<file path="config.mk">
export PLATFORM = sky130hd
export DESIGN_NAME = cnms_csr
export DESIGN_NICKNAME = d
export VERILOG_FILES = /design/src/rtl/cnms_pkg.sv /design/src/rtl/cnms_csr.sv
export SDC_FILE = /design/constraint.sdc
export NUM_CORES = 1
export LEC_CHECK = 0
export ABC_CLOCK_PERIOD_IN_PS = 1300
export BUFFER_PORTS_ARGS = -buffer_cell sky130_fd_sc_hd__buf_2
export CAP_MARGIN = 30
export CORE_UTILIZATION = 41
export DETAILED_ROUTE_END_ITERATION = 10
export PLACE_DENSITY_LB_ADDON = 0.1
export SLEW_MARGIN = 20
export SYNTH_ARGS = -nofsm -noshare
export SYNTH_HDL_FRONTEND = slang
export SYNTH_SLANG_ARGS = --single-unit
</file>
<file path="constraint.sdc">
create_clock -name clock -period 1.3 [get_ports clock]
set_clock_uncertainty 0.15 [all_clocks]
set_input_delay 0.065 -clock clock [delete_from_list [all_inputs] [get_ports clock]]
set_output_delay 0.065 -clock clock [all_outputs]
set_load 0.05 [all_outputs]
</file>
<file path="src/rtl/cnms_pkg.sv">
// shared types, constants and sizes for the canny non-maximum suppression unit
// no dependencies
package cnms_pkg;

   localparam int MAX_WIDTH  = 1024;
   localparam int MAX_HEIGHT = 4096;
   localparam int COL_W      = $clog2(MAX_WIDTH);
   localparam int ROW_W      = $clog2(MAX_HEIGHT);
   localparam int CFG_WID_W  = COL_W + 1;
   localparam int CFG_HGT_W  = ROW_W + 1;
   localparam int MAG_W      = 8;
   localparam int ANG_W      = 10;
   localparam int CSR_ADDR_W = 3;
   localparam int CSR_DATA_W = 32;

   localparam logic [CFG_WID_W-1:0] WIDTH_RESET  = CFG_WID_W'(640);
   localparam logic [CFG_HGT_W-1:0] HEIGHT_RESET = CFG_HGT_W'(480);
   localparam logic [CFG_WID_W-1:0] WIDTH_MIN    = CFG_WID_W'(3);
   localparam logic [CFG_HGT_W-1:0] HEIGHT_MIN   = CFG_HGT_W'(3);
   localparam logic [CFG_WID_W-1:0] WIDTH_MAX    = CFG_WID_W'(MAX_WIDTH);
   localparam logic [CFG_HGT_W-1:0] HEIGHT_MAX   = CFG_HGT_W'(MAX_HEIGHT);

   // register indexes (byte address bit 2)
   localparam logic REG_IMAGE_WIDTH  = 1'b0;
   localparam logic REG_IMAGE_HEIGHT = 1'b1;

   // angle bounds in half degrees
   localparam logic signed [ANG_W:0] ANG_WRAP = 11'sd360;
   localparam logic signed [ANG_W:0] ANG_FULL = 11'sd720;
   localparam logic signed [ANG_W:0] ANG_B1   = 11'sd45;
   localparam logic signed [ANG_W:0] ANG_B2   = 11'sd135;
   localparam logic signed [ANG_W:0] ANG_B3   = 11'sd225;
   localparam logic signed [ANG_W:0] ANG_B4   = 11'sd315;

   localparam logic [1:0] SECT_HORZ = 2'd0;
   localparam logic [1:0] SECT_DIAG = 2'd1;
   localparam logic [1:0] SECT_VERT = 2'd2;
   localparam logic [1:0] SECT_ANTI = 2'd3;

   typedef struct packed {
      logic [CFG_WID_W-1:0] width;
      logic [CFG_HGT_W-1:0] height;
   } cfg_type;

   typedef struct packed {
      logic [MAG_W-1:0] older;
      logic [MAG_W-1:0] prev;
      logic [ANG_W-1:0] angle;
   } line_type;

   typedef struct packed {
      logic [MAG_W-1:0] center;
      logic [MAG_W-1:0] nbr_a;
      logic [MAG_W-1:0] nbr_b;
      logic             interior;
      logic [ROW_W-1:0] row;
      logic [COL_W-1:0] col;
   } item_type;

   typedef struct packed {
      logic full;
      logic empty;
   } q_status_type;

endpackage

</file>
<file path="src/rtl/cnms_csr.sv">
// apb-style configuration registers, with clamped frame size output
// depends on cnms_pkg
module cnms_csr import cnms_pkg::*; (
   input  logic                  clock,
   input  logic                  reset,
   input  logic                  csr_psel,
   input  logic                  csr_penable,
   input  logic                  csr_pwrite,
   input  logic [CSR_ADDR_W-1:0] csr_paddr,
   input  logic [CSR_DATA_W-1:0] csr_pwdata,
   output logic [CSR_DATA_W-1:0] csr_prdata,
   output logic                  csr_pready,
   output cfg_type               cfg
);

   logic [CFG_WID_W-1:0] width_ff, width_in;
   logic [CFG_HGT_W-1:0] height_ff, height_in;
   logic                 wr_en;

   assign wr_en      = csr_psel && csr_penable && csr_pwrite;
   assign csr_pready = 1'b1;

   always_comb begin
      width_in  = width_ff;
      height_in = height_ff;
      if (wr_en) begin
         case (csr_paddr[2])
            REG_IMAGE_WIDTH:  width_in  = csr_pwdata[CFG_WID_W-1:0];
            REG_IMAGE_HEIGHT: height_in = csr_pwdata[CFG_HGT_W-1:0];
            default: ;
         endcase
      end
   end

   always_ff @(posedge clock) begin
      if (reset) begin
         width_ff  <= WIDTH_RESET;
         height_ff <= HEIGHT_RESET;
      end else begin
         width_ff  <= width_in;
         height_ff <= height_in;
      end
   end

   always_comb begin
      case (csr_paddr[2])
         REG_IMAGE_WIDTH:  csr_prdata = CSR_DATA_W'(width_ff);
         REG_IMAGE_HEIGHT: csr_prdata = CSR_DATA_W'(height_ff);
         default:          csr_prdata = '0;
      endcase
   end

   always_comb begin
      if (width_ff < WIDTH_MIN)      cfg.width = WIDTH_MIN;
      else if (width_ff > WIDTH_MAX) cfg.width = WIDTH_MAX;
      else                           cfg.width = width_ff;
      if (height_ff < HEIGHT_MIN)      cfg.height = HEIGHT_MIN;
      else if (height_ff > HEIGHT_MAX) cfg.height = HEIGHT_MAX;
      else                             cfg.height = height_ff;
   end

endmodule

</file>
# After elaboration in Yosys (flattened, before gate mapping)
# Cells that the tools add are included.
word_totals:
  word_cells: 16
  reg_bits: 24
  out_inout_bits: 57
op_classes:
  n_reduce_logical: 4
  order_cmp: 4
  bitwise: 1
  mux: 5
op_table:
  columns: ["cell", "n"]
  rows:
  - ["32-bit case mux with 2 select lines", 1]
  - ["13-bit 2-to-1 mux", 2]
  - ["11-bit 2-to-1 mux", 2]
  - ["13-bit greater-than comparator, second input constant", 1]
  - ["13-bit by 2-bit less-than comparator with 1-bit output, second input constant", 1]
  - ["11-bit greater-than comparator, second input constant", 1]
  - ["11-bit by 2-bit less-than comparator with 1-bit output, second input constant", 1]
  - ["2-bit AND reduction", 2]
  - ["1-bit logical AND", 2]
  - ["1-bit NOT", 1]

# Longest topological paths before layout
depth:
  depth_word: 3
  ltp_mapped: 6
  depth_no_buf: 3

# Worst setup path before layout
# Ideal clock, no wire load.
synth_timing:
  path_type: "register to output"
  startpoint: "register height_ff[2]"
  endpoint: "output cfg[0] (netlist name)"
  n_path_buf: 0
  t_arrival_ps: 1480
  slack_ps: -395
  stages_incl_launch_ff: 4
  cell_sequence: "dfxtp_1 nor4_1 nand3_1 a21oi_1"
synth_rtl:
  columns: ["element", "line", "rtl"]
  rows:
  - ["start: declaration", "cnms_csr.sv:17", "logic [CFG_HGT_W-1:0] height_ff, height_in;"]
  - ["start signal: assignment", "cnms_csr.sv:41", "height_ff <= height_in;"]
  - ["end: declaration", "cnms_csr.sv:13", "output cfg_type cfg"]

==> flow_summary.json <==
{
  "status": "finished with violations",
  "violations": "negative setup slack",
  "antenna_found_initial": 0,
  "rows": 20,
  "die_height_microns": 60.1,
  "die_w_microns": 60.1,
  "cp_data_required_time_ns": 1.09,
  "root_buffer": "clkbuf_4",
  "drive_gt1_share_pct": 59.5,
  "drc_errors": 0,
  "gp_congestion": 0.785,
  "drt_iter0_markers": 121,
  "hold_slack_ns": 0.0988,
  "area_delta_synth_final_pct": 94.3,
  "post-route-util_pct": 86.0,
  "detail_route.wl_per_cell_microns": 18.0,
  "clock_latency_ns": 0.34,
  "netlist_area_sq_um": 1380,
  "grt_max_degree": 20,
  "period_minus_slack_ns": 1.74,
  "clk_pin_slew_ns": 0.13,
  "antenna_cells": 0,
  "rsz0062_at_grt": "true",
  "yosys_warnings": 0,
  "wl_mm": 5.63,
  "dp_slack_ns": -0.149,
  "dp_hpwl_mm": 2.65,
  "max_cap_violations": 0,
  "start_kind": "flop",
  "finalCritPeriodShare_pct": 134,
  "min_path_type": "in2reg",
  "die_area_sq_um": 3610,
  "start_util_pct": 44.2,
  "synth_cells": 179,
  "fmax_mhz": 575,
  "hold_viol": 0,
  "fill_cells": 143,
  "cellPowerDensity_nw_per_um2": 644,
  "crit_path_end_kind": "output pin",
  "fin_nets": 311,
  "drv_slew": 0,
  "grt_overflow": 0,
  "instances_no_fill": 313,
  "worstPathMaxFanout": 2,
  "final_common_cell": "buf_6",
  "finalSetupViolations": 36,
  "firstDrtPassIters": 5,
  "place_area_sq_um": 1760,
  "clk_path_buf_depth": 2,
  "final_cell_mix": "41 x buf_6, 36 x nand2_1, 20 x conb_1",
  "grt_pass1_vias": 1528,
  "num_vias": 1619,
  "synth.distinct_cells": 21,
  "cts_buffers": 3,
  "ys_seq_elements": 24,
  "coreArea_sq_um": 3130,
  "track_usage_pct": 28.4,
  "cts_tree": "yes",
  "htreeDepth": 1,
  "ant_nets": 0,
  "dp_cells": 287,
  "final_cell_area_sq_um": 2690,
  "grt_pass1_wl_mm": 7.33,
  "ioPinCount": 97,
  "arrival_ns": 1.52,
  "clock_sink_count": 24,
  "yosysSeqAreaShare_pct": 34.7,
  "vias_per_cell": 5.17,
  "ir_worst_vdd_v": 0.000500,
  "io_buffers": 55,
  "power.static_leakage_nw": 1.19,
  "synth_area_per_cell_sq_um": 7.73,
  "crit_type": "reg2out",
  "setup_slack_ns": -0.440
}
[registers in the layout, indices dropped and copies added (netlist names)]
register and count:
height_ff 13, width_ff 11
[cell type report]
class                      count  area [sq um]  share of cell area, %
clock buffer                   3          22.5                  0.838
inverter                       2          7.51                  0.279
tap                           44          55.1                   2.05
timing repair buffer         102          1070                   39.8
sequential                    24           531                   19.7
multi-input combinational    138          1000                   37.3
[synth_stat cells]
master	instances	area (sq um)
nor3_1	10	50.1
conb_1	2	7.51
buf_4	21	158
and4b_2	1	11.3
a21oi_1	23	115
nor2b_1	18	113
inv_1	2	7.51
nand2_1	36	135
nand4b_2	1	15.0
and4_1	1	8.76
nor2_1	8	30.0
dfxtp_1	24	480
a21oi_2	1	8.76
nand4_1	1	6.26
buf_6	3	33.8
nor4_1	4	25.0
nand3_1	1	5.00
mux2_2	11	124
and2_1	2	12.5
clkbuf_1	6	22.5
buf_2	3	15.0
[logic make-up after synthesis]
family	Yosys count	synth area share (%)
and+or+nand+nor	83	29.7
other	2	0.543
muxes	11	8.95
AOI/OAI and AO/OA	24	8.95
DFF	24	34.7
buffers and inverters	35	17.1
[repair_timing]
item | CTS | global route
hold buffers | 14 | 0
buffers inserted | 5 | 10
cloned | 1 | 0
endpoints found under the hold margin | 24 | 0
pin swaps | 6 | 4
resized for setup | 174 | 40
setup endpoints to repair | 37 | 39
[worst paths after layout]
path	start	to	slack, ns	depth (start not counted)
setup / recovery	height_ff[2]	cfg[0]	-0.44	4
hold / removal	csr_penable	width_ff[9]	0.1	4
setup reg to reg	height_ff[10]	height_ff[10]	0.13	4
hold reg to reg	width_ff[0]	width_ff[0]	0.33	2
[metal layers]
metal	wire (microns)	share of wire [%]	vias up	global-route usage, %
met2	2930	52	94	50.8
met4	204	3.6	0	12.6
met1	2140	38	774	33.3
met3	352	6.3	22	3.68
li1	-	-	729	-
met5	0	0	-	0
[metrics by stage]
step                      power [mW]  TNS, ns
after detailed placement        1.22   -0.536
final                           1.73    -4.41
after global routing            1.78    -5.40
after CTS                       1.69    -3.19
after floorplan                 1.17    -2.33
after global placement          1.22   -0.521
[power breakdown]
part	total, mW	switching (mW)	internal [mW]
registers	0.758	0.0202	0.738
clock network	0.346	0.237	0.109
logic	0.627	0.396	0.230
total	1.73	0.653	1.08
[critical path, stage by stage, from the launching register on]
cell	delay [ns]
dfxtp_2	0.36
nor4_4	0.31
nand3_2	0.16
a21oi_2	0.17
buf_6	0.17
No activity file was read; power rests on OpenSTA's default activity.
