==> config.mk <==
export PLATFORM = sky130hd
export DESIGN_NAME = cnms_queue
export DESIGN_NICKNAME = d
export VERILOG_FILES = /design/src/rtl/cnms_pkg.sv /design/src/rtl/cnms_queue.sv
export SDC_FILE = /design/constraint.sdc
export NUM_CORES = 1
export LEC_CHECK = 0
export BUFFER_PORTS_ARGS = -buffer_cell sky130_fd_sc_hd__clkbuf_2
export CORE_MARGIN = 8
export CORE_UTILIZATION = 35
export CTS_CLUSTER_DIAMETER = 80
export DETAILED_ROUTE_END_ITERATION = 7
export GPL_TIMING_DRIVEN = 0
export HOLD_SLACK_MARGIN = 0.06
export PLACE_DENSITY = 0.61
export REMOVE_ABC_BUFFERS = 1
export SYNTH_ARGS = -nofsm -noshare
export SYNTH_HDL_FRONTEND = slang
export SYNTH_SLANG_ARGS = --single-unit
==> constraint.sdc <==
create_clock -name clock -period 4.2 [get_ports clock]
set_clock_uncertainty 0.1 [all_clocks]
set_input_delay 0.42 -clock clock [delete_from_list [all_inputs] [get_ports clock]]
set_output_delay 0.42 -clock clock [all_outputs]
set_load 0.02 [all_outputs]
==> src/rtl/cnms_pkg.sv <==
// shared types, constants and sizes for the canny non-maximum suppression unit
// no dependencies
package cnms_pkg;

   localparam int MAX_WIDTH  = 1024;
   localparam int MAX_HEIGHT = 4096;
   localparam int COL_W      = $clog2(MAX_WIDTH);
   localparam int ROW_W      = $clog2(MAX_HEIGHT);
   localparam int CFG_WID_W  = COL_W + 1;
   localparam int CFG_HGT_W  = ROW_W + 1;
   localparam int MAG_W      = 8;
   localparam int ANG_W      = 10;
   localparam int CSR_ADDR_W = 3;
   localparam int CSR_DATA_W = 32;

   localparam logic [CFG_WID_W-1:0] WIDTH_RESET  = CFG_WID_W'(640);
   localparam logic [CFG_HGT_W-1:0] HEIGHT_RESET = CFG_HGT_W'(480);
   localparam logic [CFG_WID_W-1:0] WIDTH_MIN    = CFG_WID_W'(3);
   localparam logic [CFG_HGT_W-1:0] HEIGHT_MIN   = CFG_HGT_W'(3);
   localparam logic [CFG_WID_W-1:0] WIDTH_MAX    = CFG_WID_W'(MAX_WIDTH);
   localparam logic [CFG_HGT_W-1:0] HEIGHT_MAX   = CFG_HGT_W'(MAX_HEIGHT);

   // register indexes (byte address bit 2)
   localparam logic REG_IMAGE_WIDTH  = 1'b0;
   localparam logic REG_IMAGE_HEIGHT = 1'b1;

   // angle bounds in half degrees
   localparam logic signed [ANG_W:0] ANG_WRAP = 11'sd360;
   localparam logic signed [ANG_W:0] ANG_FULL = 11'sd720;
   localparam logic signed [ANG_W:0] ANG_B1   = 11'sd45;
   localparam logic signed [ANG_W:0] ANG_B2   = 11'sd135;
   localparam logic signed [ANG_W:0] ANG_B3   = 11'sd225;
   localparam logic signed [ANG_W:0] ANG_B4   = 11'sd315;

   localparam logic [1:0] SECT_HORZ = 2'd0;
   localparam logic [1:0] SECT_DIAG = 2'd1;
   localparam logic [1:0] SECT_VERT = 2'd2;
   localparam logic [1:0] SECT_ANTI = 2'd3;

   typedef struct packed {
      logic [CFG_WID_W-1:0] width;
      logic [CFG_HGT_W-1:0] height;
   } cfg_type;

   typedef struct packed {
      logic [MAG_W-1:0] older;
      logic [MAG_W-1:0] prev;
      logic [ANG_W-1:0] angle;
   } line_type;

   typedef struct packed {
      logic [MAG_W-1:0] center;
      logic [MAG_W-1:0] nbr_a;
      logic [MAG_W-1:0] nbr_b;
      logic             interior;
      logic [ROW_W-1:0] row;
      logic [COL_W-1:0] col;
   } item_type;

   typedef struct packed {
      logic full;
      logic empty;
   } q_status_type;

endpackage

==> src/rtl/cnms_queue.sv <==
// two-entry queue of classified pixels between front and back end
// depends on cnms_pkg
module cnms_queue import cnms_pkg::*; (
   input  logic          clock,
   input  logic          reset,
   input  logic          push,
   input  item_type      push_item,
   input  logic          pop,
   output item_type      pop_item,
   output q_status_type  status
);

   item_type   entry_ff [2];
   logic       wr_ptr_ff, wr_ptr_in;
   logic       rd_ptr_ff, rd_ptr_in;
   logic [1:0] cnt_ff, cnt_in;

   always_comb begin
      wr_ptr_in = push ? !wr_ptr_ff : wr_ptr_ff;
      rd_ptr_in = pop ? !rd_ptr_ff : rd_ptr_ff;
      cnt_in    = cnt_ff + {1'b0, push} - {1'b0, pop};
   end

   always_ff @(posedge clock) begin
      if (reset) begin
         wr_ptr_ff <= 1'b0;
         rd_ptr_ff <= 1'b0;
         cnt_ff    <= '0;
      end else begin
         wr_ptr_ff <= wr_ptr_in;
         rd_ptr_ff <= rd_ptr_in;
         cnt_ff    <= cnt_in;
      end
   end

   always_ff @(posedge clock) begin
      if (push) begin
         entry_ff[wr_ptr_ff] <= push_item;
      end
   end

   assign pop_item     = entry_ff[rd_ptr_ff];
   assign status.full  = cnt_ff[1];
   assign status.empty = (cnt_ff == 2'd0);

endmodule

# Yosys cells after proc, flatten, opt, wreduce, memory -nomap -nowiden
# Memory sizes are Yosys's and may differ from the RTL's. A register that Yosys moved wholly into a read port is not among the register bits.
# Cells that the tools add are included.
[word_totals]
ff_bits = 4
n_memories = 1
output_inout_bits = 49
word_cells = 13
ramBits = 94
[memory_table]
columns = ["name", "depth", "width", "read_ports", "rd_clocked_by_memory_dff", "write_ports", "line_no", "text"]
rows = [
  ["entry_ff", 2, 47, 1, 1, 1, "cnms_queue.sv:13", "item_type entry_ff [2];"],
]
[op_classes]
n_reduce_logical = 3
mux = 4
add_sub_neg = 2
[op_table]
columns = ["cell", "count"]
rows = [
  ["two-way mux 1 bit", 4],
  ["adder 2 x 1 -> 2 bit", 1],
  ["logical NOT 1 bit", 2],
  ["logical NOT 2 bit", 1],
  ["subtractor 2 x 1 -> 2 bit", 1],
]

# Depth between registers and ports, before layout
[logic_depth]
ltp_word = 3
mapped_depth = 6
ltp_nobuf = 6

# Worst setup path after synthesis
# OpenSTA, ideal clock, no wires.
[synth_path]
path_type = "input port to flip-flop"
startpoint = "input push"
endpoint = "memory entry_ff[0][0] (netlist bit), enable pin"
path_buffers = 0
setup_ps = 457
setup_slack_ps = 1134
t_arrival_ps = 2508
stages = 1
cell_sequence = "nor2b_1"
[synth_between]
elab_chain_len = 2
[synth_lines]
columns = ["item", "line_no", "text"]
rows = [
  ["from (decl)", "cnms_queue.sv:6", "input logic push,"],
  ["two-way mux 1 bit", "cnms_queue.sv:37", "if (push) begin"],
  ["two-way mux 1 bit (not written as such)", "cnms_queue.sv:38", "entry_ff[wr_ptr_ff] <= push_item;"],
  ["to (decl)", "cnms_queue.sv:13", ""],
]
# Every way passes these cells.

==> impl_metrics.json <==
{
  "layout.area.seq_um2": 2930,
  "place_inst": 398,
  "finalNonFillerCells": 414,
  "chipWidth_um": 119,
  "start_util_pct": 36.2,
  "grt_start_max_net_pins": 48,
  "routed_wirelength_mm": 6.55,
  "ctsHtreeMaxLevel": 3,
  "status": "finished, final reports clean",
  "worstSetupStartpointType": "register",
  "grt-ovfl-total": 0,
  "achievable-frequency_mhz": 425,
  "postSynthCellCount": 167,
  "worstPathArrival_ns": 1.83,
  "worst_skew_pair.late_latency_ns": 0.34,
  "holdWs_ns": 0.152,
  "drtPass1Iterations": 4,
  "num_vias": 1811,
  "remaining_drc_errors": 0,
  "port-buffer-count": 99,
  "place_ws_ns": 2.18,
  "finalMaxSlewViolations": 0,
  "clock_sinks": 99,
  "cts_buffers": 9,
  "wl_per_cell_um": 15.8,
  "rows": 37,
  "cts_resized": 0,
  "detailedPlacementHpwl_mm": 4.38,
  "critical_path.endpoint_type": "output pin",
  "grt.total_usage_pct": 9.49,
  "holdCritPathClass": "in2reg",
  "antenna_violating_nets_post_route": 0,
  "postSynthAreaPerCell_um2": 22.3,
  "stdcell_area_um2": 4570,
  "grt_antenna_before_repair": 0,
  "io_count": 100,
  "synth_top_area_cell": "sky130_fd_sc_hd__edfxtp_1",
  "power_density_nw_per_um2": 445,
  "antenna_cells_inserted": 0,
  "place_area_um2": 4390,
  "grt_setup_unrepaired": "no",
  "synth.area.top_cells": "sky130_fd_sc_hd__edfxtp_1 (76%), sky130_fd_sc_hd__mux2_4 (12%), sky130_fd_sc_hd__mux2_2 (5.1%)",
  "postSynthRegisterBits": 99,
  "drt_iter0_drc": 59,
  "globalplace.congestion": 0.616,
  "power.static_leakage_nw": 1.80,
  "cts-root-to-sink-buffers": 2,
  "tritoncts": "yes",
  "worst_slew_margin_rel_pct": 45.0,
  "layout_commonest_cell": "sky130_fd_sc_hd__clkbuf_2",
  "buffers_inserted_by_post_cts_timing_repair": 0,
  "fp.dieH_um": 119,
  "final.setup.worst_slack_ns": 1.85,
  "layout-area-overhead-vs-synth_pct": 22.4,
  "clock_tree.root_cell": "sky130_fd_sc_hd__clkbuf_8",
  "worst_path_max_fanout": 47,
  "grt_first_pass_wirelength_mm": 10.4,
  "synth_sequential_area_ratio_pct": 78.3,
  "final_cell_mix": "sky130_fd_sc_hd__clkbuf_2 (99), sky130_fd_sc_hd__edfxtp_1 (94), sky130_fd_sc_hd__mux2_4 (30), sky130_fd_sc_hd__mux2_2 (17), sky130_fd_sc_hd__clkbuf_8 (11)",
  "die_area_um2": 14200,
  "ff2ff_setup_slack_ns": 2.54,
  "setup-violations-final": 0,
  "cts_clock_pin_slew_for_the_worst_setup_and_hold_paths_ns": 0.09,
  "worstSetupPathType": "reg2out",
  "multi_input_comb_area_um2": 753,
  "vdd_drop_max_v": 0.000202,
  "core_region_area_um2": 10300,
  "nNetsFinal": 326,
  "post-synth-top-area-fraction_pct": 75.6,
  "holdBufCountCts": 0,
  "grt_pass1_vias": 2063,
  "timing_worst_slew_pin_value_ns": 0.825,
  "drive_gt1_share_pct": 59.4,
  "required_ns": 3.68,
  "synthesis.yosys.warnings": 0,
  "mappedNetlistArea_um2": 3730,
  "finalCriticalPeriod_ns": 2.35,
  "maxCapViolCount": 0,
  "layout.filler_cells": 933,
  "fin_crit_sh_pct": 56.1,
  "vias_per_cell": 4.37,
  "synth.lib_cells_used.distinct": 14,
  "hold_fails_final_rpt": 0
}
[synth_stat cells]
cell type	count
sky130_fd_sc_hd__buf_4	1
sky130_fd_sc_hd__xnor2_1	2
sky130_fd_sc_hd__edfxtp_1	94
sky130_fd_sc_hd__mux2_2	17
sky130_fd_sc_hd__buf_2	1
sky130_fd_sc_hd__xnor3_1	1
sky130_fd_sc_hd__dfxtp_1	5
sky130_fd_sc_hd__nor2b_1	2
sky130_fd_sc_hd__inv_1	2
sky130_fd_sc_hd__ha_1	2
sky130_fd_sc_hd__and2_1	1
sky130_fd_sc_hd__nor2_1	5
sky130_fd_sc_hd__buf_6	4
sky130_fd_sc_hd__mux2_4	30
[final cells by class]
| cell class | instances | area share (%) |
|---|---|---|
| Inverter | 2 | 0.164 |
| Clock inverter | 3 | 0.329 |
| Clock buffer | 13 | 3.48 |
| Tap cell | 136 | 3.73 |
| Multi-Input combinational cell | 60 | 16.5 |
| Sequential cell | 99 | 64.1 |
| Timing Repair Buffer | 101 | 11.7 |
[where the power goes]
group	total (W)	switching, W	internal, W
Clock	0.000545	0.000300	0.000246
Combinational	0.000296	0.000155	0.000142
Sequential	0.00119	0.0000390	0.00115
[flip-flops by register name (all words and copies together), names as in the netlist, named ones only]
signal / flops
entry_ff: 94
cnt_ff: 2
rd_ptr_ff: 1
wr_ptr_ff: 1
[cells by family after synthesis]
| family | synth area share [%] |
|---|---|
| xor gates and xnor gates | 1.07 |
| buffers and inverters | 1.74 |
| adders and majority gates | 0.670 |
| muxes | 17.2 |
| and+or+nand+nor | 1.01 |
| DFF | 78.3 |
[stage by stage]
step                      TNS, ns  utilization [%]  power (W)
after floorplan                 0                -    0.00140
after global placement     -19.45             42.0    0.00152
after detailed placement        0             42.6    0.00152
after CTS                       0             44.2    0.00207
after global routing            0             44.2    0.00212
final                           0             44.2    0.00203
[layer usage]
layer / vias up / share of wire, % / GRT usage (%)
met3: 10 / 7.1 / 3.87
li1: 856 / - / -
met5: - / 0 / 0
met2: 62 / 48 / 15.6
met1: 883 / 42 / 10.2
met4: 0 / 2.1 / 5.45
[path summary, 6_finish.rpt]
kind	to	cells after the start	startpoint
max	pop_item[7]	2	register
min	entry_ff[0][24]	1	push_item[24]
max reg2reg	entry_ff[1][26]	2	wr_ptr_ff
min reg2reg	rd_ptr_ff	2	rd_ptr_ff
[worst max-delay path: stages (launching register included)]
cell	delay, ns
sky130_fd_sc_hd__dfxtp_4	0.90
sky130_fd_sc_hd__mux2_2	0.42
sky130_fd_sc_hd__clkbuf_2	0.16
Note: power is estimated with default switching activity, not from simulation.
