==> src/rtl/cnms_pkg.sv <==
// shared types, constants and sizes for the canny non-maximum suppression unit
// no dependencies
package cnms_pkg;

   localparam int MAX_WIDTH  = 1024;
   localparam int MAX_HEIGHT = 4096;
   localparam int COL_W      = $clog2(MAX_WIDTH);
   localparam int ROW_W      = $clog2(MAX_HEIGHT);
   localparam int CFG_WID_W  = COL_W + 1;
   localparam int CFG_HGT_W  = ROW_W + 1;
   localparam int MAG_W      = 8;
   localparam int ANG_W      = 10;
   localparam int CSR_ADDR_W = 3;
   localparam int CSR_DATA_W = 32;

   localparam logic [CFG_WID_W-1:0] WIDTH_RESET  = CFG_WID_W'(640);
   localparam logic [CFG_HGT_W-1:0] HEIGHT_RESET = CFG_HGT_W'(480);
   localparam logic [CFG_WID_W-1:0] WIDTH_MIN    = CFG_WID_W'(3);
   localparam logic [CFG_HGT_W-1:0] HEIGHT_MIN   = CFG_HGT_W'(3);
   localparam logic [CFG_WID_W-1:0] WIDTH_MAX    = CFG_WID_W'(MAX_WIDTH);
   localparam logic [CFG_HGT_W-1:0] HEIGHT_MAX   = CFG_HGT_W'(MAX_HEIGHT);

   // register indexes (byte address bit 2)
   localparam logic REG_IMAGE_WIDTH  = 1'b0;
   localparam logic REG_IMAGE_HEIGHT = 1'b1;

   // angle bounds in half degrees
   localparam logic signed [ANG_W:0] ANG_WRAP = 11'sd360;
   localparam logic signed [ANG_W:0] ANG_FULL = 11'sd720;
   localparam logic signed [ANG_W:0] ANG_B1   = 11'sd45;
   localparam logic signed [ANG_W:0] ANG_B2   = 11'sd135;
   localparam logic signed [ANG_W:0] ANG_B3   = 11'sd225;
   localparam logic signed [ANG_W:0] ANG_B4   = 11'sd315;

   localparam logic [1:0] SECT_HORZ = 2'd0;
   localparam logic [1:0] SECT_DIAG = 2'd1;
   localparam logic [1:0] SECT_VERT = 2'd2;
   localparam logic [1:0] SECT_ANTI = 2'd3;

   typedef struct packed {
      logic [CFG_WID_W-1:0] width;
      logic [CFG_HGT_W-1:0] height;
   } cfg_type;

   typedef struct packed {
      logic [MAG_W-1:0] older;
      logic [MAG_W-1:0] prev;
      logic [ANG_W-1:0] angle;
   } line_type;

   typedef struct packed {
      logic [MAG_W-1:0] center;
      logic [MAG_W-1:0] nbr_a;
      logic [MAG_W-1:0] nbr_b;
      logic             interior;
      logic [ROW_W-1:0] row;
      logic [COL_W-1:0] col;
   } item_type;

   typedef struct packed {
      logic full;
      logic empty;
   } q_status_type;

endpackage

==> src/rtl/cnms_rsp_if.sv <==
// result transaction channel (valid/ready) of the suppression unit
// depends on cnms_pkg
interface cnms_rsp_if import cnms_pkg::*; ();
   logic             valid;
   logic             ready;
   logic [MAG_W-1:0] nms_value;
   logic             out_valid;
   logic [ROW_W-1:0] out_row;
   logic [COL_W-1:0] out_col;

   modport source (output valid, nms_value, out_valid, out_row, out_col, input ready);
   modport sink   (input valid, nms_value, out_valid, out_row, out_col, output ready);
endinterface

==> src/rtl/cnms_back.sv <==
// back end: local maximum compare and result output register
// depends on cnms_pkg and cnms_rsp_if
module cnms_back import cnms_pkg::*; (
   input  logic          clock,
   input  logic          reset,
   input  q_status_type  q_status,
   input  item_type      pop_item,
   output logic          pop,
   cnms_rsp_if.source    rsp_chan
);

   logic             rsp_valid_ff, rsp_valid_in;
   logic [MAG_W-1:0] nms_ff, nms_in;
   logic             out_valid_ff;
   logic [ROW_W-1:0] row_ff;
   logic [COL_W-1:0] col_ff;

   assign pop          = !q_status.empty && (!rsp_valid_ff || rsp_chan.ready);
   assign rsp_valid_in = pop ? 1'b1 : (rsp_chan.ready ? 1'b0 : rsp_valid_ff);
   assign nms_in       = (pop_item.interior && pop_item.center > pop_item.nbr_a &&
                          pop_item.center > pop_item.nbr_b) ? pop_item.center : '0;

   always_ff @(posedge clock) begin
      if (reset) begin
         rsp_valid_ff <= 1'b0;
      end else begin
         rsp_valid_ff <= rsp_valid_in;
      end
   end

   always_ff @(posedge clock) begin
      if (pop) begin
         nms_ff       <= nms_in;
         out_valid_ff <= pop_item.interior;
         row_ff       <= pop_item.row;
         col_ff       <= pop_item.col;
      end
   end

   assign rsp_chan.valid     = rsp_valid_ff;
   assign rsp_chan.nms_value = nms_ff;
   assign rsp_chan.out_valid = out_valid_ff;
   assign rsp_chan.out_row   = row_ff;
   assign rsp_chan.out_col   = col_ff;

endmodule

==> src/flat_wrapper.sv <==
// flat-port wrapper written by rule: the top's interface ports become plain ports
module cnms_back_flat import cnms_pkg::*;
  (clock, reset, q_status, pop_item, pop, rsp_chan_valid, rsp_chan_nms_value, rsp_chan_out_valid, rsp_chan_out_row, rsp_chan_out_col, rsp_chan_ready);
  cnms_rsp_if rsp_chan_i ();
  input  logic clock;
  input  logic reset;
  input  q_status_type q_status;
  input  item_type pop_item;
  output logic pop;
  output wire logic [$bits(rsp_chan_i.valid)-1:0] rsp_chan_valid;
  output wire logic [$bits(rsp_chan_i.nms_value)-1:0] rsp_chan_nms_value;
  output wire logic [$bits(rsp_chan_i.out_valid)-1:0] rsp_chan_out_valid;
  output wire logic [$bits(rsp_chan_i.out_row)-1:0] rsp_chan_out_row;
  output wire logic [$bits(rsp_chan_i.out_col)-1:0] rsp_chan_out_col;
  input wire logic [$bits(rsp_chan_i.ready)-1:0] rsp_chan_ready;
  assign rsp_chan_valid = rsp_chan_i.valid;
  assign rsp_chan_nms_value = rsp_chan_i.nms_value;
  assign rsp_chan_out_valid = rsp_chan_i.out_valid;
  assign rsp_chan_out_row = rsp_chan_i.out_row;
  assign rsp_chan_out_col = rsp_chan_i.out_col;
  assign rsp_chan_i.ready = rsp_chan_ready;
  cnms_back u_core (.clock(clock), .reset(reset), .q_status(q_status), .pop_item(pop_item), .pop(pop), .rsp_chan(rsp_chan_i));
endmodule
==> config.mk <==
export PLATFORM = sky130hd
export DESIGN_NAME = cnms_back_flat
export DESIGN_NICKNAME = d
export VERILOG_FILES = /design/src/rtl/cnms_pkg.sv /design/src/rtl/cnms_rsp_if.sv /design/src/rtl/cnms_back.sv /design/src/flat_wrapper.sv
export SDC_FILE = /design/constraint.sdc
export NUM_CORES = 1
export LEC_CHECK = 0
export ABC_AREA = 1
export BUFFER_PORTS_ARGS = -buffer_cell sky130_fd_sc_hd__buf_2
export CAP_MARGIN = 40
export CORE_MARGIN = 5
export CORE_UTILIZATION = 40
export CTS_BUF_LIST = sky130_fd_sc_hd__clkbuf_4
export DETAILED_ROUTE_END_ITERATION = 10
export PLACE_DENSITY = 0.85
export SLEW_MARGIN = 20
export SYNTH_ARGS = -nofsm -noshare
export SYNTH_HDL_FRONTEND = slang
export SYNTH_SLANG_ARGS = --single-unit
==> constraint.sdc <==
create_clock -name clock -period 2.6 [get_ports clock]
set_input_delay 0.26 -clock clock [delete_from_list [all_inputs] [get_ports clock]]
set_output_delay 0.26 -clock clock [all_outputs]
set_load 0.02 [all_outputs]
==> Word-level counts from Yosys, hierarchy flattened <==
Cells that the tools add are included.
{ "totals": {"register_bits": 32, "in_bits": 52, "out_inout_bits": 33, "elab_cells": 16} }
{ "op_classes": {"magnitude_cmp": 2, "mux": 2, "n_reduce_logical": 7} }
{ "ops": {"columns": ["op", "n"], "rows": [
  ["greater-than comparator 8 bit", 2],
  ["logical AND 1 bit", 3],
  ["logical NOT 1 bit", 2],
  ["two-way mux 1 bit", 2],
  ["nonzero test 2 bit", 1],
  ["logical OR 1 bit", 1]
]} }

==> Depth between registers and ports, before layout <==
Gate-level depths: netlist (run 1).
{ "depth": {"ltp_word": 4, "mapped_depth": 11, "ltp_nobuf": 11} }

==> Least setup slack after synthesis (run 1) <==
OpenSTA, ideal clock, no wires.
{ "synth_path": {"kind": "register -> register", "from": "reg u_core.rsp_valid_ff (netlist: u_core.rsp_chan.valid)", "to": "reg u_core.nms_ff[0] (netlist: u_core.rsp_chan.nms_value[0]) (enable)", "setup_time_ns": 0.444, "t_arrival_ns": 2.242, "t_required_ns": 2.156, "slack_ns": -0.086, "stages_incl_launch_ff": 2, "path_buffers": 0, "path_cell_list": "dfxtp_1 -> a21oi_1"} }
{ "synth_between": {"elab_chain_cells": 3} }
{ "synth_rtl": {"columns": ["element", "line", "rtl"], "rows": [
  ["from (decl)", "cnms_back.sv:12", "logic rsp_valid_ff, rsp_valid_in;"],
  ["from (signal assigned)", "cnms_back.sv:27", "rsp_valid_ff <= rsp_valid_in;"],
  ["logical NOT 1 bit", "cnms_back.sv:18", "assign pop = !q_status.empty && (!rsp_valid_ff || rsp_chan.ready);"],
  ["logical OR 1 bit", "cnms_back.sv:18", null],
  ["logical AND 1 bit", "cnms_back.sv:18", null],
  ["named net pop", "flat_wrapper.sv:9", "output logic pop;"],
  ["to (signal assigned)", "cnms_back.sv:33", "nms_ff <= nms_in;"],
  ["to (decl)", "cnms_back.sv:13", "logic [MAG_W-1:0] nms_ff, nms_in;"]
]} }
The timed path passes the listed nets, and every way through them passes these cells.
A chain may end at the register's enable or synchronous reset.

==> Worst setup path after layout (run 1) <==
{ "layout_path": {"from": "reg u_core.rsp_valid_ff (netlist: u_core.rsp_chan.valid)", "to": "out pop"} }
{ "layout_between": {"elab_chain_cells": 3} }
{ "layout_rtl": {"columns": ["element", "line"], "rows": [
  ["logical NOT 1 bit", "cnms_back.sv:18"],
  ["logical OR 1 bit", "cnms_back.sv:18"],
  ["logical AND 1 bit", "cnms_back.sv:18"],
  ["to (decl)", "flat_wrapper.sv:9"]
]} }
No other way between the ends.

==> results.sh, run 1 <==
export IMPL_die_h_um=70.9
export IMPL_first_iter_violations=29
export IMPL_coreArea_mm2=0.00363
export IMPL_crit_path_max_incr_delay_ns=0.44
export IMPL_clk_path_buf_depth=2
export IMPL_drc=0
export IMPL_crit_type="reg2out"
export IMPL_tightestPinTransition_ns=0.487
export IMPL_reg2reg_from="u_core.rsp_chan.valid"
export IMPL_vdd_drop_max_uv=203
export IMPL_crit_arrival_ns=1.37
export IMPL_r2r_slack_ns=1.23
export IMPL_leakage_nw=1.09
export IMPL_n_antenna_cell=0
export IMPL_critPathTopFamily="compound AO/OA/AOI/OAI gates"
export IMPL_hold_path_class="in2reg"
export IMPL_synthesis_nets=194
export IMPL_fin_crit_ns=1.63
export IMPL_area_growth_pct=39.2
export IMPL_io_buffers=83
export IMPL_nNetsFinal=286
export IMPL_fin_setup_tns_ns=0
export IMPL_setup_viol=0
export IMPL_io_pins=85
export IMPL_crit_slowest_cell="a21oi_4"
export IMPL_cts_tree="yes"
export IMPL_grt_pass1_wl_mm=4.65
export IMPL_yosysSeqAreaShare_pct=64.1
export IMPL_insertion_delay_ns=0.32
export IMPL_hold_buffers=0
export IMPL_final_common_cell="buf_2"
export IMPL_grt_max_degree=17
export IMPL_ant_nets=0
export IMPL_max_freq_ghz=0.614
export IMPL_required_ns=2.34
export IMPL_wl_per_cell_um=11.1
export IMPL_cp_max_fo=16
export IMPL_hpwl_mm=2.58
export IMPL_hold_viol_final=0
export IMPL_postCtsResizedCells=0
export IMPL_min_period_over_period_pct=62.7
export IMPL_vias=1136
export IMPL_pwr_density_cell_mw_per_mm2=565
export IMPL_cts_setup_buffers=0
export IMPL_min_delay_start="reset"
export IMPL_final_cell_mix="buf_2 (83), edfxtp_1 (31), inv_1 (29)"
export IMPL_drv_slew=0
export IMPL_die_area_mm2=0.00503
export IMPL_synth_warnings=0
export IMPL_crit_chain="a21oi_4 > buf_2"
export IMPL_grt_use_total_pct=12.0
export IMPL_grt_pass1_vias=1084
export IMPL_synth_avg_cell_area_um2=11.8
export IMPL_postLayoutCoreUtil_pct=56.9
export IMPL_whs_ns=0.0857
export IMPL_rsz0062_at_grt="false"
export IMPL_end_kind="output pin"
export IMPL_hold_end="u_core.rsp_chan.valid"
export IMPL_routed_wl_mm=2.97
export IMPL_initial_core_util_pct=40.8
export IMPL_rows=22
export IMPL_globalRoute_totalOverflow=0
export IMPL_cts_buffers=5
export IMPL_status="finished clean"
export IMPL_synthCells=126
export IMPL_cts_root_buf="clkbuf_4"
export IMPL_clkSlewWorstSetupHoldPaths_ns=0.09
export IMPL_h_tree_depth=2
export IMPL_critPathBufInv=1
export IMPL_netlist_area_mm2=0.00148
export IMPL_wl_met2_mm=1.43
export IMPL_synth_distinct_cells=13
export IMPL_firstDrtPassIters=4
export IMPL_power_share_combinational_pct=16.8
export IMPL_synth_seq_cells=32
export IMPL_design_area_mm2=0.00207
export IMPL_place_gp_congestion=0.793
export IMPL_fin_skew_ns=0.00683
export IMPL_startpoint_type="register"
export IMPL_rr_endpoint="u_core.rsp_chan.nms_value[4]"
export IMPL_cp_startpoint="u_core.rsp_chan.valid"
export IMPL_drive_gt1_share_pct=44.7
export IMPL_antenna_found_initial=0
export IMPL_min_path_cells=2
export IMPL_place_area_mm2=0.00199
export IMPL_via_per_inst=4.25
export IMPL_p_int_w=0.000892
export IMPL_p_clk_share_pct=31.1
export IMPL_relSlewSlack_pct=67.5
export IMPL_switching_power_w=0.000276
export IMPL_cts_sink_count=32
export IMPL_routed_top_layer="met4"
export IMPL_dieWidth_um=70.9
export IMPL_p_seq_share_pct=52.0
export IMPL_wl_met1_mm=1.15
export IMPL_dr_wl_met3_um=351
export IMPL_cap_violations=0
export IMPL_r2r_cells=2
export IMPL_switching_share_pct=23.7
## kinds of logic after synthesis
family | after synthesis | synth area share, %
buffers and inverters | 29 | 7.34
and+or+nand+nor | 40 | 11.7
DFF | 32 | 64.1
AOI/OAI and AO/OA | 9 | 3.37
adders and majority gates | 16 | 13.5
## state kept, by name (all words and copies together) (netlist names)
name	count
u_core.rsp_chan.nms_value	8
u_core.rsp_chan.out_col	10
u_core.rsp_chan.out_row	12
u_core.rsp_chan.out_valid	1
u_core.rsp_chan.valid	1
## worst max-delay path by stage
stage / slack, ns / cells after the start / end
after floorplan: 0.73 / 1 / u_core.rsp_chan.nms_value[0]
after global placement: 1.12 / 8 / u_core.rsp_chan.nms_value[1]
after CTS: 0.90 / 2 / pop
after detailed placement: 1.09 / 8 / u_core.rsp_chan.nms_value[6]
final: 0.97 / 2 / pop
after global routing: 0.87 / 2 / pop
## Yosys cell counts
cell | count | share of area (%)
nor2_2 | 1 | 0.42
a21o_1 | 1 | 0.51
a21oi_1 | 7 | 2.4
nand2_1 | 22 | 5.6
ha_1 | 16 | 13
o21a_1 | 1 | 0.51
edfxtp_1 | 31 | 63
nand2_2 | 1 | 0.42
dfxtp_1 | 1 | 1.3
nand3_4 | 1 | 1.2
and2_4 | 1 | 0.59
nor2_1 | 14 | 3.5
inv_1 | 29 | 7.3
## layout make-up
class,instances,area [µm²]
clock inverter,2,35.0
sequential,32,951
clock buffer,6,45.0
multi-input combinational,65,435
fill,328,1570
timing repair buffer,85,430
tap,48,60.1
inverter,29,109
## power groups by stage
| stage | logic (W) | registers [W] | clock network (W) |
|---|---|---|---|
| final | 0.000197 | 0.000607 | 0.000364 |
| after global routing | 0.000222 | 0.000612 | 0.000395 |
| after CTS | 0.000202 | 0.000608 | 0.000379 |
| after detailed placement | 0.000201 | 0.000620 | 0 |
| after global placement | 0.000196 | 0.000619 | 0 |
| after floorplan | 0.0000711 | 0.000662 | 0 |
## metal layers
metal / vias up / global-route usage [%]
li1: 591 / -
met1: 479 / 13.3
met2: 62 / 20.3
met3: 4 / 4.69
met4: 0 / 5.64
met5: - / 0
## stage by stage
step,total power (W),std cells,setup slack [ns]
2_1_floorplan,0.000733,126,0.734
3_3_place_gp,0.000815,259,1.12
3_5_place_dp,0.000821,259,1.09
4_1_cts,0.00119,267,0.905
5_1_grt,0.00123,267,0.866
6_report,0.00117,267,0.970
(Power assumes the default switching activity.)
==> inputs of run 2 (changes only) <==
--- a/config.mk
+++ b/config.mk
@@ -5,7 +5,7 @@
 export SDC_FILE = /design/constraint.sdc
 export NUM_CORES = 1
 export LEC_CHECK = 0
-export ABC_AREA = 1
+export ABC_AREA = 0
 export BUFFER_PORTS_ARGS = -buffer_cell sky130_fd_sc_hd__buf_2
 export CAP_MARGIN = 40
 export CORE_MARGIN = 5
==> constraint.sdc (replaced) <==
create_clock -name clock -period 1.5 [get_ports clock]
set_input_delay 0.15 -clock clock [delete_from_list [all_inputs] [get_ports clock]]
set_output_delay 0.15 -clock clock [all_outputs]
set_load 0.02 [all_outputs]
==> results.sh, run 2 <==
export IMPL_synth_ff_type="edfxtp_1"
export IMPL_switching_share_pct=24.0
export IMPL_fin_crit_ns=1.41
export IMPL_synthCells=98
export IMPL_end_kind="output pin"
export IMPL_ant_nets=0
export IMPL_hold_viol_final=0
export IMPL_setup_viol=0
export IMPL_fin_setup_tns_ns=0
export IMPL_finalPower_w=0.00209
export IMPL_netlist_area_mm2=0.00145
export IMPL_firstDrtPassIters=4
export IMPL_largest_reg_flops=12
export IMPL_io_pins=85
export IMPL_synth_avg_cell_area_um2=14.7
export IMPL_ys_async_sr_fraction_pct=0
export IMPL_vdd_drop_max_uv=382
export IMPL_synth_edf_count=31
export IMPL_power_share_combinational_pct=20.7
export IMPL_grt_use_total_pct=15.2
export IMPL_critPathBufInv=2
export IMPL_netlist_top_cells_count="edfxtp_1 (31), ha_1 (16), inv_1 (15)"
export IMPL_wl_per_cell_um=13.6
export IMPL_die_area_mm2=0.00491
export IMPL_grt_max_degree=21
export IMPL_cts_buffers=5
export IMPL_h_tree_depth=2
export IMPL_switching_power_w=0.000502
export IMPL_drv_slew=0
export IMPL_grt_pass1_wl_mm=5.86
export IMPL_via_per_inst=4.57
export IMPL_cts_sink_count=32
export IMPL_leakage_nw=1.10
export IMPL_fillers=267
export IMPL_whs_ns=0.0339
export IMPL_max_freq_ghz=0.707
export IMPL_cap_violations=0
export IMPL_routed_wl_mm=3.67
export IMPL_rsz0062_at_grt="false"
export IMPL_startpoint_type="register"
export IMPL_status="finished clean"
export IMPL_cts_tree="yes"
export IMPL_initial_core_util_pct=42.3
export IMPL_relSlewSlack_pct=86.3
export IMPL_synth_seq_cells=32
export IMPL_rows=21
export IMPL_yosysSeqAreaShare_pct=65.8
export IMPL_coreArea_mm2=0.00342
export IMPL_crit_chain="nand2b_1 > nor2b_4 > buf_12 > buf_2"
export IMPL_synth_area_leader_cell="edfxtp_1"
export IMPL_clk_path_buf_depth=2
export IMPL_cts_root_buf="clkbuf_4"
export IMPL_drive_gt1_share_pct=47.5
export IMPL_crit_type="reg2out"
export IMPL_clkSlewWorstSetupHoldPaths_ns=0.09
export IMPL_yosys_cell_count_top_type="edfxtp_1"
export IMPL_crit_path_max_incr_delay_ns=0.32
export IMPL_dieWidth_um=70.1
export IMPL_p_clk_share_pct=29.0
export IMPL_n_antenna_cell=0
export IMPL_synth_top_cell_area_share_pct=64.4
export IMPL_antenna_found_initial=0
export IMPL_drc=0
export IMPL_p_int_w=0.00159
export IMPL_critPathTopFamily="buffers and inverters"
export IMPL_hold_path_class="in2reg"
export IMPL_vias=1230
export IMPL_insertion_delay_ns=0.32
export IMPL_tightestPinTransition_ns=0.204
export IMPL_synth_area_leaders="edfxtp_1 (64%), ha_1 (14%), inv_1 (3.9%), nor3b_1 (3.6%), a21oi_1 (2.4%)"
export IMPL_grt_pass1_vias=1273
export IMPL_synthesis_nets=166
export IMPL_final_cell_mix="buf_2 (83), edfxtp_1 (31), dlygate4sd3_1 (23)"
export IMPL_globalRoute_totalOverflow=0
export IMPL_required_ns=1.35
export IMPL_io_buffers=83
export IMPL_place_gp_congestion=0.823
export IMPL_pwr_density_cell_mw_per_mm2=900
export IMPL_nNetsFinal=290
export IMPL_synth_distinct_cells=20
export IMPL_min_period_over_period_pct=94.2
export IMPL_first_iter_violations=49
export IMPL_area_growth_pct=61.0
export IMPL_hpwl_mm=2.77
export IMPL_cp_max_fo=20
export IMPL_crit_arrival_ns=1.26
export IMPL_p_seq_share_pct=50.3
export IMPL_crit_slowest_cell="dfxtp_1"
export IMPL_final_common_cell="buf_2"
export IMPL_synth_warnings=0
export IMPL_fin_skew_ns=0.00402
export IMPL_die_h_um=70.1
-- run 2: cell count changes after synthesis, sizes merged, moves of 2 or more --
cell / before / now
nand2: 23 / 2
inv: 29 / 15
nor2: 15 / 2
nor3b: 0 / 7
nand4: 0 / 4
nor2b: 0 / 3
o21ai: 0 / 3
o211ai: 0 / 2
-- run 2: layer usage --
| layer | GRT usage (%) | wire (µm) | vias to the layer above |
|---|---|---|---|
| li1 | - | - | 609 |
| met1 | 16.3 | 1410 | 545 |
| met2 | 27.1 | 1810 | 76 |
| met3 | 6.89 | 444 | 0 |
| met4 | 3.83 | 0 | 0 |
| met5 | 0 | 0 | - |
-- run 2: cells by family (layout without fill, tap and decap cells) --
family | after synthesis | in the layout | synth area share (%)
and+or+nand+nor | 21 | 21 | 9.35
AOI/OAI and AO/OA | 14 | 14 | 7.10
adders and majority gates | 16 | 16 | 13.9
DFF | 32 | 32 | 65.8
buffers and inverters | 15 | 140 | 3.90
-- run 2: final cells by class --
cell class | count | area (µm²) | area share (%)
clock buffer | 5 | 37.5 | 1.61
clock inverter | 3 | 37.5 | 1.61
inverter | 15 | 56.3 | 2.42
multi-input combinational | 51 | 445 | 19.2
sequential | 32 | 951 | 40.9
tap | 46 | 57.6 | 2.47
timing repair buffer | 117 | 741 | 31.8
-- run 2: what timing repair did --
action                                  in CTS  in global routing
setup buffers                                0                  0
endpoints found under the setup margin       1                  1
resized for setup                            1                  2
hold buffers                                21                  2
gates cloned                                 0                  0
pin swaps                                    0                  0
hold endpoints to repair                    21                  2
-- run 2: worst register-to-register path, delay by kind of cell (launching register included) --
family                 cells  cell delay (ns)
buffers and inverters      1             0.22
flip-flops                 1             0.32
AND/OR/NAND/NOR            2             0.28
-- run 2: stage by stage --
step	area, µm²	util, %	instances	worst slack (ns)
after floorplan	1450	-	98	0.0194
after global placement	2010	58.8	238	-0.123
after detailed placement	2010	58.8	238	-0.151
after CTS	2300	67.3	267	0.0464
after global routing	2330	68.1	269	0.00960
final	2330	68.1	269	0.0865
-- run 2: power by group through the flow --
stage          combinational, W  clock, W  sequential (W)
2_1_floorplan          0.000128         0         0.00114
3_3_place_gp           0.000371         0         0.00107
3_5_place_dp           0.000381         0         0.00107
4_1_cts                0.000427  0.000619         0.00105
5_1_grt                0.000473  0.000669         0.00106
6_report               0.000433  0.000607         0.00105
-- run 2: final timing paths --
path | from | to | slack (ns) | cells past startpoint
setup reg to reg | u_core.rsp_chan.valid | u_core.rsp_chan.out_row[5] | 0.38 | 3
hold reg to reg | u_core.rsp_chan.valid | u_core.rsp_chan.valid | 0.54 | 2
hold / removal | pop_item[22] | u_core.rsp_chan.out_valid | 0.03 | 1
setup / recovery | u_core.rsp_chan.valid | pop | 0.09 | 4
==> inputs of run 3 (changes only) <==
--- a/config.mk
+++ b/config.mk
@@ -8,11 +8,12 @@
 export ABC_AREA = 0
 export BUFFER_PORTS_ARGS = -buffer_cell sky130_fd_sc_hd__buf_2
 export CAP_MARGIN = 40
-export CORE_MARGIN = 5
+export CORE_MARGIN = 2
 export CORE_UTILIZATION = 40
 export CTS_BUF_LIST = sky130_fd_sc_hd__clkbuf_4
 export DETAILED_ROUTE_END_ITERATION = 10
 export PLACE_DENSITY = 0.85
+export REMOVE_ABC_BUFFERS = 1
 export SLEW_MARGIN = 20
 export SYNTH_ARGS = -nofsm -noshare
 export SYNTH_HDL_FRONTEND = slang
==> results.sh, run 3 (synthesized netlist as in run 2, its figures left out) <==
export IMPL_status="finished clean"
export IMPL_routed_wl_mm=3.54
export IMPL_cts_sink_count=32
export IMPL_die_area_mm2=0.00411
export IMPL_required_ns=1.35
export IMPL_routed_top_layer="met4"
export IMPL_setup_viol=0
export IMPL_drive_gt1_share_pct=48.7
export IMPL_insertion_delay_ns=0.32
export IMPL_critPathBufInv=2
export IMPL_hpwl_mm=2.36
export IMPL_hold_path_class="in2reg"
export IMPL_leakage_nw=1.13
export IMPL_crit_type="reg2out"
export IMPL_h_tree_depth=2
export IMPL_initial_core_util_pct=42.3
export IMPL_first_iter_violations=94
export IMPL_crit_slowest_cell="dfxtp_1"
export IMPL_hold_viol_final=0
export IMPL_tightestPinTransition_ns=0.215
export IMPL_crit_path_max_incr_delay_ns=0.33
export IMPL_clk_path_buf_depth=2
export IMPL_clkSlewWorstSetupHoldPaths_ns=0.09
export IMPL_cts_root_buf="clkbuf_4"
export IMPL_drc=0
export IMPL_dieWidth_um=64.1
export IMPL_final_common_cell="buf_2"
export IMPL_design_area_mm2=0.00236
export IMPL_drv_slew=0
export IMPL_crit_arrival_ns=1.26
export IMPL_power_share_combinational_pct=22.8
export IMPL_p_seq_share_pct=53.0
export IMPL_area_growth_pct=63.4
export IMPL_ant_nets=0
export IMPL_place_area_mm2=0.00202
export IMPL_cts_buffers=5
export IMPL_postLayoutCoreUtil_pct=69.1
export IMPL_io_pins=85
export IMPL_switching_share_pct=25.1
export IMPL_io_buffers=83
export IMPL_globalRoute_totalOverflow=0
export IMPL_startpoint_type="register"
export IMPL_coreArea_mm2=0.00342
export IMPL_wl_met2_mm=1.78
export IMPL_max_freq_ghz=0.708
export IMPL_dr_wl_met3_um=420
export IMPL_largest_reg_flops=12
export IMPL_grt_pass1_wl_mm=5.01
export IMPL_grt_use_total_pct=16.4
export IMPL_cp_max_fo=16
export IMPL_antenna_found_initial=0
export IMPL_final_cell_mix="buf_2 (82), edfxtp_1 (31), dlygate4sd3_1 (24)"
export IMPL_via_per_inst=4.57
export IMPL_p_clk_share_pct=24.2
export IMPL_fin_skew_ns=0.00822
export IMPL_pwr_density_cell_mw_per_mm2=842
export IMPL_rows=21
export IMPL_wl_met1_mm=1.27
export IMPL_nNetsFinal=293
export IMPL_wl_per_cell_um=13.0
export IMPL_end_kind="output pin"
export IMPL_die_h_um=64.1
export IMPL_relSlewSlack_pct=85.5
export IMPL_firstDrtPassIters=4
export IMPL_r2r_slack_ns=0.19
export IMPL_whs_ns=0.0389
export IMPL_min_period_over_period_pct=94.2
export IMPL_cts_tree="yes"
export IMPL_vdd_drop_max_uv=308
export IMPL_critPathTopFamily="flip-flops"
export IMPL_fin_crit_ns=1.41
export IMPL_grt_max_degree=17
export IMPL_cap_violations=0
export IMPL_crit_chain="nand2b_1 > nor2b_4 > buf_12 > buf_4"
export IMPL_grt_pass1_vias=1146
export IMPL_place_gp_congestion=0.754
export IMPL_switching_power_w=0.000499
export IMPL_fin_setup_tns_ns=0
export IMPL_n_antenna_cell=0
export IMPL_vias=1244
export IMPL_p_int_w=0.00149
[run 3: power groups by stage]
stage,Sequential [W],Clock [W],Combinational [W]
after floorplan,0.00115,0,0.000126
after global placement,0.00107,0,0.000372
after detailed placement,0.00107,0,0.000381
after CTS,0.00105,0.000492,0.000428
after global routing,0.00106,0.000551,0.000494
final,0.00105,0.000481,0.000452
[run 3: layout make-up]
class | instances | area (µm²)
timing repair buffer | 120 | 793
clock buffer | 7 | 52.6
sequential | 32 | 951
tap | 46 | 57.6
inverter | 15 | 56.3
clock inverter | 1 | 5.00
multi-input combinational | 51 | 445
fill | 260 | 1050
[run 3: final timing paths]
check / cells past startpoint / from / to
max: 4 / u_core.rsp_chan.valid / pop
min: 2 / q_status[0] / u_core.rsp_chan.valid
max reg2reg: 4 / u_core.rsp_chan.valid / u_core.rsp_chan.out_col[4]
min reg2reg: 2 / u_core.rsp_chan.valid / u_core.rsp_chan.valid
[run 3: what timing repair did]
action | 4_1_cts | 5_1_grt
cloned | 1 | 0
resized for setup | 0 | 2
buffers inserted | 0 | 1
hold buffers | 15 | 9
endpoints found under the hold margin | 15 | 9
setup endpoints to repair | 1 | 1
[run 3: through the flow]
stage | setup slack, ns | cells | total power [W]
5_1_grt | -0.0142 | 272 | 0.00210
6_report | 0.0875 | 272 | 0.00199
2_1_floorplan | -1.08 | 98 | 0.00127
3_3_place_gp | -0.114 | 238 | 0.00144
3_5_place_dp | -0.141 | 238 | 0.00145
4_1_cts | 0.0182 | 262 | 0.00197
[run 3: per-layer routing]
layer  track usage, %  up-vias
met4             7.18        0
met3             6.34        7
li1                 -      617
met5                0        -
met1             17.4      546
met2             28.8       74
